--- config.mk ---
export PLATFORM = sky130hd
export DESIGN_NAME = glcd_ctrl
export DESIGN_NICKNAME = d
export VERILOG_FILES = /design/src/glcd_pkg.sv /design/src/glcd_ctrl.sv
export SDC_FILE = /design/constraint.sdc
export NUM_CORES = 1
export LEC_CHECK = 0
export ABC_AREA = 1
export BUFFER_PORTS_ARGS = -buffer_cell sky130_fd_sc_hd__clkbuf_2
export CAP_MARGIN = 20
export CORE_UTILIZATION = 34
export CTS_CLUSTER_SIZE = 30
export DETAILED_ROUTE_END_ITERATION = 12
export GPL_ROUTABILITY_DRIVEN = 0
export GPL_TIMING_DRIVEN = 0
export PLACE_DENSITY_LB_ADDON = 0.05
export SYNTH_ARGS = -nofsm -noshare
export SYNTH_HDL_FRONTEND = slang
export SYNTH_SLANG_ARGS = --single-unit
--- constraint.sdc ---
create_clock -name clk -period 1.4 [get_ports clk]
set_input_delay 0.28 -clock clk [delete_from_list [all_inputs] [get_ports clk]]
set_output_delay 0.28 -clock clk [all_outputs]
set_load 0.1 [all_outputs]
--- src/glcd_pkg.sv ---
// ----------------------------------------------------------------------------
// glcd_pkg
// Shared constants, codes and controller/datapath types for the two-half
// graphic LCD refresh engine.
// ----------------------------------------------------------------------------
package glcd_pkg;

  localparam int STORE_BYTES  = 1024;
  localparam int PLOT_COLUMNS = 100;
  localparam int ROW_BYTES    = 128;

  localparam int ADDR_W       = $clog2(STORE_BYTES);
  localparam int SAMPLE_DEPTH = 128;
  localparam int SIDX_W       = $clog2(SAMPLE_DEPTH);
  localparam int COL_W        = 8;
  localparam int PAGE_W       = 3;
  localparam int REQ_W        = 3;
  localparam int BYTE_W       = 8;

  localparam int PLOT_BASE    = 996;
  localparam int HALF_COLUMNS = 64;
  localparam int MAX_HEIGHT   = 63;
  localparam int INIT_COUNT   = 4;

  localparam logic [BYTE_W-1:0] CMD_START_LINE  = 8'b1100_0000;
  localparam logic [BYTE_W-1:0] CMD_COLUMN_ZERO = 8'b0100_0000;
  localparam logic [BYTE_W-1:0] CMD_PAGE        = 8'b1011_1000;
  localparam logic [BYTE_W-1:0] CMD_DISPLAY_ON  = 8'b0011_1111;
  localparam logic [BYTE_W-1:0] TOP_BIT         = 8'b1000_0000;

  localparam logic [REQ_W-1:0] REQ_INIT    = 3'd0;
  localparam logic [REQ_W-1:0] REQ_LOAD    = 3'd1;
  localparam logic [REQ_W-1:0] REQ_STORE   = 3'd2;
  localparam logic [REQ_W-1:0] REQ_PLOT    = 3'd3;
  localparam logic [REQ_W-1:0] REQ_REFRESH = 3'd4;

  // Source of one bus write
  typedef enum logic [1:0] {
    OUT_INIT,
    OUT_PAGE,
    OUT_COL,
    OUT_DATA
  } out_kind_t;

  typedef struct packed {
    logic      emit;
    out_kind_t kind;
    logic [1:0] init_idx;
    logic      frame_load;
    logic      sample_store;
    logic      scan_read;
    logic      scan_wrap;
    logic      plot_start;
    logic      sample_read;
    logic      plot_read;
    logic      plot_write;
  } glcd_cmd_t;

  typedef struct packed {
    logic col_wrap;
    logic plot_last;
  } glcd_sts_t;

  function automatic logic [BYTE_W-1:0] init_cmd(input logic [1:0] idx);
    logic [BYTE_W-1:0] b;
    case (idx)
      2'd0:    b = CMD_START_LINE;
      2'd1:    b = CMD_COLUMN_ZERO;
      2'd2:    b = CMD_PAGE;
      default: b = CMD_DISPLAY_ON;
    endcase
    return b;
  endfunction

endpackage

--- src/glcd_ctrl.sv ---
// ----------------------------------------------------------------------------
// glcd_ctrl
// Request sequencer: decodes transactions, steps init, refresh and plot, and
// owns the result valid flag.
// ----------------------------------------------------------------------------
module glcd_ctrl (
  input  logic                         clk,
  input  logic                         rst_n,
  input  logic                         in_valid,
  output logic                         in_stall,
  input  logic [glcd_pkg::REQ_W-1:0]   in_req_type,
  output logic                         out_valid,
  input  logic                         out_stall,
  input  glcd_pkg::glcd_sts_t          sts,
  output glcd_pkg::glcd_cmd_t          cmd
);
  import glcd_pkg::*;

  typedef enum logic [2:0] {
    S_IDLE,
    S_INIT,
    S_RF_PAGE,
    S_RF_COL,
    S_RF_DATA,
    S_PL_RS,
    S_PL_RF,
    S_PL_WR
  } state_t;

  state_t     state_r, state_nxt;
  logic [1:0] idx_r, idx_nxt;
  logic       out_valid_r, out_valid_nxt;
  logic       out_free;

  assign out_free  = !out_valid_r || !out_stall;
  assign in_stall  = (state_r != S_IDLE);
  assign out_valid = out_valid_r;

  always_comb begin
    state_nxt = state_r;
    idx_nxt   = idx_r;
    cmd       = '0;
    cmd.kind  = OUT_INIT;
    cmd.init_idx = idx_r;
    case (state_r)
      S_IDLE: begin
        if (in_valid) begin
          case (in_req_type)
            REQ_INIT: begin
              idx_nxt   = 2'd0;
              state_nxt = S_INIT;
            end
            REQ_LOAD:  cmd.frame_load   = 1'b1;
            REQ_STORE: cmd.sample_store = 1'b1;
            REQ_PLOT: begin
              cmd.plot_start = 1'b1;
              state_nxt      = S_PL_RS;
            end
            REQ_REFRESH: begin
              cmd.scan_read = 1'b1;
              cmd.scan_wrap = sts.col_wrap;
              state_nxt     = sts.col_wrap ? S_RF_PAGE : S_RF_DATA;
            end
            default: ;
          endcase
        end
      end
      S_INIT: begin
        if (out_free) begin
          cmd.emit = 1'b1;
          cmd.kind = OUT_INIT;
          idx_nxt  = idx_r + 2'd1;
          if (idx_r == 2'(INIT_COUNT - 1)) state_nxt = S_IDLE;
        end
      end
      S_RF_PAGE: begin
        if (out_free) begin
          cmd.emit  = 1'b1;
          cmd.kind  = OUT_PAGE;
          state_nxt = S_RF_COL;
        end
      end
      S_RF_COL: begin
        if (out_free) begin
          cmd.emit  = 1'b1;
          cmd.kind  = OUT_COL;
          state_nxt = S_RF_DATA;
        end
      end
      S_RF_DATA: begin
        if (out_free) begin
          cmd.emit  = 1'b1;
          cmd.kind  = OUT_DATA;
          state_nxt = S_IDLE;
        end
      end
      S_PL_RS: begin
        cmd.sample_read = 1'b1;
        state_nxt       = S_PL_RF;
      end
      S_PL_RF: begin
        cmd.plot_read = 1'b1;
        state_nxt     = S_PL_WR;
      end
      S_PL_WR: begin
        cmd.plot_write = 1'b1;
        state_nxt      = sts.plot_last ? S_IDLE : S_PL_RS;
      end
      default: state_nxt = S_IDLE;
    endcase

    if (cmd.emit) begin
      out_valid_nxt = 1'b1;
    end else if (!out_stall) begin
      out_valid_nxt = 1'b0;
    end else begin
      out_valid_nxt = out_valid_r;
    end
  end

  always_ff @(posedge clk) begin
    if (!rst_n) begin
      state_r     <= S_IDLE;
      idx_r       <= 2'd0;
      out_valid_r <= 1'b0;
    end else begin
      state_r     <= state_nxt;
      idx_r       <= idx_nxt;
      out_valid_r <= out_valid_nxt;
    end
  end

endmodule

==> results of run 1 <==
## power by group
group          switching, mW  internal [mW]  total [mW]
Combinational           1.82           1.11        2.93
Sequential             0.130          0.268       0.398
Clock                 0.0758         0.0979       0.174
## worst register-to-register path: stages, from the launching register on
cell and delay (ns):
sky130_fd_sc_hd__dfxtp_4 0.38, sky130_fd_sc_hd__buf_4 0.15, sky130_fd_sc_hd__nor2_4 0.11, sky130_fd_sc_hd__nand2_4 0.10, sky130_fd_sc_hd__buf_4 0.16, sky130_fd_sc_hd__a21oi_4 0.15, sky130_fd_sc_hd__nor2_4 0.05, sky130_fd_sc_hd__nand2_2 0.09
sky130_fd_sc_hd__nand2_1 0.07, sky130_fd_sc_hd__inv_1 0.07, sky130_fd_sc_hd__nor2_1 0.05
## cells in the final DEF (no fill, tap or decap), drive strengths merged
cell type / Yosys / final
a21oi: 7 / 7
inv: 21 / 19
nand3: 12 / 12
clkbuf: 0 / 25
ha: 1 / 1
nand4: 2 / 2
o21ai: 4 / 4
nor3: 1 / 1
nand2: 23 / 23
buf: 1 / 19
clkinvlp: 0 / 2
dfxtp: 6 / 6
nor2: 20 / 20
nor4: 1 / 1
## through the flow
stage | area (um^2) | hold slack (ns) | setup TNS (ns) | utilization (%)
after floorplan | 693 | 0.393 | -3.43 | -
final | 1340 | 0.288 | -3.42 | 85.9
after detailed placement | 828 | 0.495 | -2.42 | 53.1
after CTS | 1280 | 0.301 | -2.37 | 81.9
after global placement | 828 | 0.483 | -2.36 | 53.1
after global routing | 1340 | 0.302 | -4.18 | 85.9
## kinds of logic after synthesis
family          after synthesis
compound gates               11
fa+ha+maj                     1
buf+inv                      22
flops                         6
simple gates                 59
## what timing repair did
action	4_1_cts	5_1_grt
resized for setup	54	11
pin swaps	11	7
buffers inserted	15	5
endpoints found under the setup margin	12	17
hold buffers	0	0
## sequential cells by signal (all words and copies together), names as in the netlist
| register | cells |
|---|---|
| idx_r | 2 |
| out_valid | 1 |
| state_r | 3 |
## worst paths after layout
check / from / end / slack (ns) / cells past startpoint
setup reg to reg: state_r[0] / state_r[0] / -0.09 / 10
hold / removal: rst_n / idx_r[1] / 0.29 / 3
setup / recovery: state_r[0] / cmd[12] / -0.35 / 7
hold reg to reg: idx_r[1] / idx_r[1] / 0.50 / 2
## final cells by class
cell class	instances	area, um^2	share of cell area [%]
multi-input combinational	71	536	40.0
sequential	6	138	10.3
tap	16	20.0	1.50
timing repair buffer	41	524	39.2
clock buffer	3	22.5	1.68
inverter	21	98.8	7.38
## routing by layer
metal	vias to the layer above	global-route usage, %	share of wire, %
li1	400	-	-
met1	391	29.1	39
met2	42	48.1	53
met3	4	4.17	6.0
met4	0	16.3	1.1
met5	-	0	0
==> impl_summary.log, run 1 <==
[metrics] number of register bits inferred by synthesis: 6
[metrics] critical-path cell list: buf_4, nor2_4, nand2_4, nand4_1, nand2_2, inv_2, clkbuf_16
[metrics] Clock Tree Root: sky130_fd_sc_hd__clkbuf_4
[metrics] quantity of I/O buffers inserted on ports: 23
[metrics] Largest stage delay, worst path: about 0.38 ns
[metrics] leakage power: about 0.65 nW
[metrics] Post-Place Worst Slack: -0.388 ns
[metrics] vias post-DR: 837
[metrics] area of the mapped netlist: slightly below 600 um^2
[metrics] fillers: 76
[metrics] pin count of the biggest net entering global routing: 8
[metrics] overall power after layout: 3.50 mW
[metrics] combinational family with the most area after synthesis: simple AND/OR/NAND/NOR gates
[metrics] Buffers & Inverters on Critical Path: 3
[metrics] Antenna Cells: 0
[metrics] number of global-route vias before repair: 842
[metrics] antenna violations before repair: 0
[metrics] Sinks on Clock Net: 6
[metrics] Post-layout nets: 154
[metrics] worst slew pin tran: 0.538 ns
[metrics] Boundary Pins: 24
[metrics] detail-routed net length per standard cell: 16.1 um
[metrics] die width: 43.6 um
[metrics] ANT nets after route: 0
[metrics] post-synth cell types: 21
[metrics] element type at the critical path end: primary output
[metrics] count of routing violations after the opening detailed-route iteration: 27
[metrics] clk slew on worst S/H paths: 0.05 ns
[metrics] violations in the final reports: design-rule violations, negative setup slack
[metrics] achievable frequency: 0.572 GHz
[metrics] TritonCTS clock tree: done
[metrics] die footprint: ~0.0019 mm^2
[metrics] peak fanout along the critical path: 4
[metrics] top post-synthesis cells by count: sky130_fd_sc_hd__nand2_1, sky130_fd_sc_hd__inv_1, sky130_fd_sc_hd__nor2_1
[metrics] synthesized instance count: 99
[metrics] Clk Latency, worst-skew pair: 0.26 ns
[metrics] Async S/R FF share, synth: 0%
[metrics] dominant cells by area after synthesis: sky130_fd_sc_hd__dfxtp_1, sky130_fd_sc_hd__nand2_1, sky130_fd_sc_hd__inv_1
[metrics] number of iterations in the first detailed-routing pass: 8
[metrics] Relative slew margins: 64.3%
[metrics] compound-cell area share of the yosys netlist: a little over a tenth
[metrics] CP max stage cell: sky130_fd_sc_hd__dfxtp_4
[metrics] result of the run: finished with violations
[metrics] via/cell ratio: 5.30
[metrics] CTS buffer count: 3
[metrics] syn_nets: 109
[metrics] area of the core: 0.00156 mm^2
[metrics] worst clock skew: 0.00815 ns
[metrics] half-perimeter wire length of the detailed placement result: 1130 um
[metrics] setup repair after global routing missed its margin: true
[metrics] total wire length after detailed routing: 2550 um
[metrics] global routing usage summed across all routing layers: 26.8%
[metrics] share of the yosys chip area belonging to registers: 20.4%
[metrics] family with the most delay on the worst path: simple AND/OR/NAND/NOR gates
[metrics] Warnings, synthesis: 0
[metrics] number of standard-cell rows in the floorplan: 14
[metrics] most numerous cell in the Yosys netlist: sky130_fd_sc_hd__nand2_1
[metrics] top-area cell type share of the netlist area: 20.4%
[metrics] hold violation count in the final report: 0
[metrics] xor/xnor share of the synthesized area: 0%
[metrics] number of cells in the design after placement: about 140
[metrics] maximum buffer depth of the clock tree: 2
[metrics] max-cap viol count: 0
[metrics] H-tree depth reported by CTS: 1
[metrics] crit share post-route: 125%
[metrics] Setup WS post-layout: -0.348 ns
[metrics] worst hold path type: in -> reg
[metrics] final count of pins violating max slew: 0
[metrics] final critical path time including I/O delays and setup: 1.75 ns
[metrics] fraction of final layout cells sized beyond drive strength 1: 65.5%
[metrics] initial cell density of the core: a little under two fifths
[metrics] area share of fa/ha/maj cells after synthesis: under 10%
[metrics] share of cell area taken by muxes after synthesis: 0%
[metrics] IR Drop Worst-Case VDD: 1960 uV
[metrics] power density over cell area: 2620 mW/mm^2
[metrics] fraction of the mapped netlist area in simple logic gates: approximately half
[metrics] Most used DFF post-synth: sky130_fd_sc_hd__dfxtp_1
[metrics] class of the most critical setup path: reg -> out
[metrics] wire length of the first global-routing pass: 3700 um
[metrics] number of non-filler instances in the completed layout: 158
[metrics] cell taking the most area after synthesis: sky130_fd_sc_hd__dfxtp_1
[metrics] syn_area_per_cell: 5.95 um^2
[metrics] die span in y: between 40 and 50 um
[metrics] critical path required time: 1.12 ns
[metrics] EDFF count, synth: 0
[metrics] number of design rule violations left after detail routing: 1
[metrics] final global-route overflow total: 0
[metrics] startpoint types: flop
[metrics] area added between synthesis and finish: 127%
[metrics] number of failing setup endpoints in the final timing report: 18
[metrics] arrival time reported for the critical path endpoint: between 1 and 1.5 ns
Note: power is estimated with default switching activity, not from simulation.
==> run 2, diff against run 1 <==
--- a/config.mk
+++ b/config.mk
@@ -6,11 +6,11 @@
 export NUM_CORES = 1
 export LEC_CHECK = 0
 export ABC_AREA = 1
-export BUFFER_PORTS_ARGS = -buffer_cell sky130_fd_sc_hd__clkbuf_2
 export CAP_MARGIN = 20
 export CORE_UTILIZATION = 34
 export CTS_CLUSTER_SIZE = 30
 export DETAILED_ROUTE_END_ITERATION = 12
+export DONT_BUFFER_PORTS = 1
 export GPL_ROUTABILITY_DRIVEN = 0
 export GPL_TIMING_DRIVEN = 0
 export PLACE_DENSITY_LB_ADDON = 0.05
==> constraint.sdc (replaced) <==
create_clock -name clk -period 2.2 [get_ports clk]
set_input_delay 0.44 -clock clk [delete_from_list [all_inputs] [get_ports clk]]
set_output_delay 0.44 -clock clk [all_outputs]
set_load 0.1 [all_outputs]
==> run 2 against run 1 <==
Effect of this change: the run ends with design-rule violations left; die area unchanged; wire length fell by 48%; flip-flop and latch count is the same; hold slack better by 0.025 ns; largest cell class unchanged; highest routed layer is now met3.
==> impl_summary.log, run 2 (same netlist as run 1, synthesis figures left out) <==
[metrics] result of the run: finished with violations
[metrics] violations in the final reports: design-rule violations
[metrics] fillers: 187 (+150%)
[metrics] die width: 43.6 um (unchanged)
[metrics] final global-route overflow total: 0 (unchanged)
[metrics] Sinks on Clock Net: 6 (unchanged)
[metrics] most frequent cells in the layout: sky130_fd_sc_hd__nand2_1, sky130_fd_sc_hd__inv_1, sky130_fd_sc_hd__nand3_1
[metrics] critical path required time: 1.76 ns (+0.64 ns)
[metrics] detail-routed net length per standard cell: 11.1 um (-31%)
[metrics] clk slew on worst S/H paths: 0.04 ns (about the same)
[metrics] Antenna Cells: 0 (unchanged)
[metrics] Final Hold Slack: 0.313 ns (+0.0247 ns)
[metrics] initial cell density of the core: 37.8% (unchanged)
[metrics] H-tree depth reported by CTS: 1 (unchanged)
[metrics] vias post-DR: 607 (-27%)
[metrics] maximum buffer depth of the clock tree: 2 (unchanged)
[metrics] total wire length after detailed routing: 1340 um (-48%)
[metrics] worst slew pin tran: 1.03 ns (+0.496 ns)
[metrics] worst hold path type: in -> reg
[metrics] wire length of the first global-routing pass: 2280 um (-38%)
[metrics] via/cell ratio: 5.06 (-4.5%)
[metrics] class of the most critical setup path: reg -> out
[metrics] half-perimeter wire length of the detailed placement result: 1110 um (-1.9%)
[metrics] CTS buffer count: 3 (unchanged)
[metrics] number of global-route vias before repair: 563 (-33%)
[metrics] arrival time reported for the critical path endpoint: 1.66 ns (+0.19 ns)
[metrics] TritonCTS clock tree: done
[metrics] antenna violations before repair: 0 (unchanged)
[metrics] number of standard-cell rows in the floorplan: 14 (unchanged)
[metrics] Post-layout nets: 116 (-25%)
[metrics] max FFs per register: 3 (unchanged)
[metrics] hold violation count in the final report: 0 (unchanged)
[metrics] flip-flop and latch area: 125 um^2 (-9.1%)
[metrics] die footprint: 0.00190 mm^2 (unchanged)
[metrics] count of routing violations after the opening detailed-route iteration: 7 (-74%)
[metrics] area added between synthesis and finish: 27.8%
[metrics] number of failing setup endpoints in the final timing report: 0 (-18)
[metrics] multi-input logic area: 474 um^2 (-11%)
[metrics] peak fanout along the critical path: 6 (+2)
[metrics] Relative slew margins: 31.0% (-33 points)
[metrics] Clk Latency, worst-skew pair: 0.24 ns (-0.02 ns)
[metrics] final count of pins violating max slew: 0 (unchanged)
[metrics] max-cap viol count: 0 (unchanged)
[metrics] Clock Tree Root: sky130_fd_sc_hd__clkbuf_4
[metrics] quantity of I/O buffers inserted on ports: 0 (-100%)
[metrics] die span in y: 43.6 um (unchanged)
[metrics] area of the core: 0.00156 mm^2 (unchanged)
[metrics] ANT nets after route: 0 (unchanged)
[metrics] fraction of final layout cells sized beyond drive strength 1: 39.4% (-26 points)
[metrics] number of iterations in the first detailed-routing pass: 8 (unchanged)
[metrics] number of design rule violations left after detail routing: 3 (+2)
[metrics] achievable frequency: 0.477 GHz
[metrics] worst clock skew: 0.00289 ns (-0.00526 ns)
[metrics] element type at the critical path end: primary output
[metrics] setup repair after global routing missed its margin: false
[metrics] global routing usage summed across all routing layers: 16.0% (-11 points)
[metrics] pin count of the biggest net entering global routing: 8 (unchanged)
[metrics] startpoint types: flop
[metrics] accumulated negative setup slack: 0 ns (+3.42 ns)
[metrics] final critical path time including I/O delays and setup: approximately 2.1 ns
[metrics] crit share post-route: around 95%
[metrics] Boundary Pins: 24 (unchanged)
[metrics] Largest Register: state_r
run 2: cell types whose count changed in the layout (fill, tap and decap cells not counted), moves of 3 or more:
| cell | change |
|---|---|
| sky130_fd_sc_hd__buf_4 | -9 |
| sky130_fd_sc_hd__inv_1 | +3 |
| sky130_fd_sc_hd__clkbuf_16 | -11 |
| sky130_fd_sc_hd__nand2_1 | +5 |
| sky130_fd_sc_hd__buf_6 | -5 |
| sky130_fd_sc_hd__dfxtp_4 | -4 |
| sky130_fd_sc_hd__clkbuf_2 | -11 |
| sky130_fd_sc_hd__nand2_4 | -4 |
run 2: path summary, 6_finish.rpt:
check / cells after the start / to / from / slack [ns]
max: 3 / cmd[11] / out_valid / 0.10
min reg2reg: 2 / state_r[2] / state_r[2] / 0.56
min: 2 / state_r[0] / rst_n / 0.31
max reg2reg: 8 / state_r[1] / idx_r[0] / 0.31
run 2: final cells by class:
class	count	area share, %
Timing Repair Buffer	2	2.99
Tap cell	16	2.66
Clock buffer	3	2.99
Inverter	21	10.8
Buffer	1	0.997
Sequential cell	6	16.6
Multi-Input combinational cell	71	63.0
run 2: stage by stage:
stage / utilization [%] / cells / cell area, um^2 / worst slack, ns
2_1_floorplan: - / 99 / 634 / -0.321
3_3_place_gp: 42.0 / 115 / 654 / -0.415
3_5_place_dp: 43.8 / 116 / 683 / -0.0913
4_1_cts: 47.0 / 119 / 732 / 0.0238
5_1_grt: 48.3 / 120 / 753 / 0.0368
6_report: 48.3 / 120 / 753 / 0.105
run 2: critical path, stage by stage (launching register included):
cell and delay (ns):
sky130_fd_sc_hd__dfxtp_2 0.48, sky130_fd_sc_hd__nand2_2 0.21, sky130_fd_sc_hd__inv_1 0.14, sky130_fd_sc_hd__a21oi_4 0.58
run 2: routing by layer:
metal  track usage (%)  part of all wire (%)  vias up
met1              18.6                    47      270
met5                 0                     0        -
met4              3.75                     0        0
li1                  -                     -      322
met2              26.6                    48       15
met3              7.50                   5.1        0
run 2: what timing repair did:
action,in CTS,in global routing
resized for setup,7,5
hold buffers,0,0
endpoints found under the setup margin,10,8
pin swaps,1,6
gates cloned,0,0
buffers inserted,0,1
Power of run 2 is left out: the tool's default activity adds up to more than one toggle a clock period on the data nets, which glitch-free logic cannot reach.
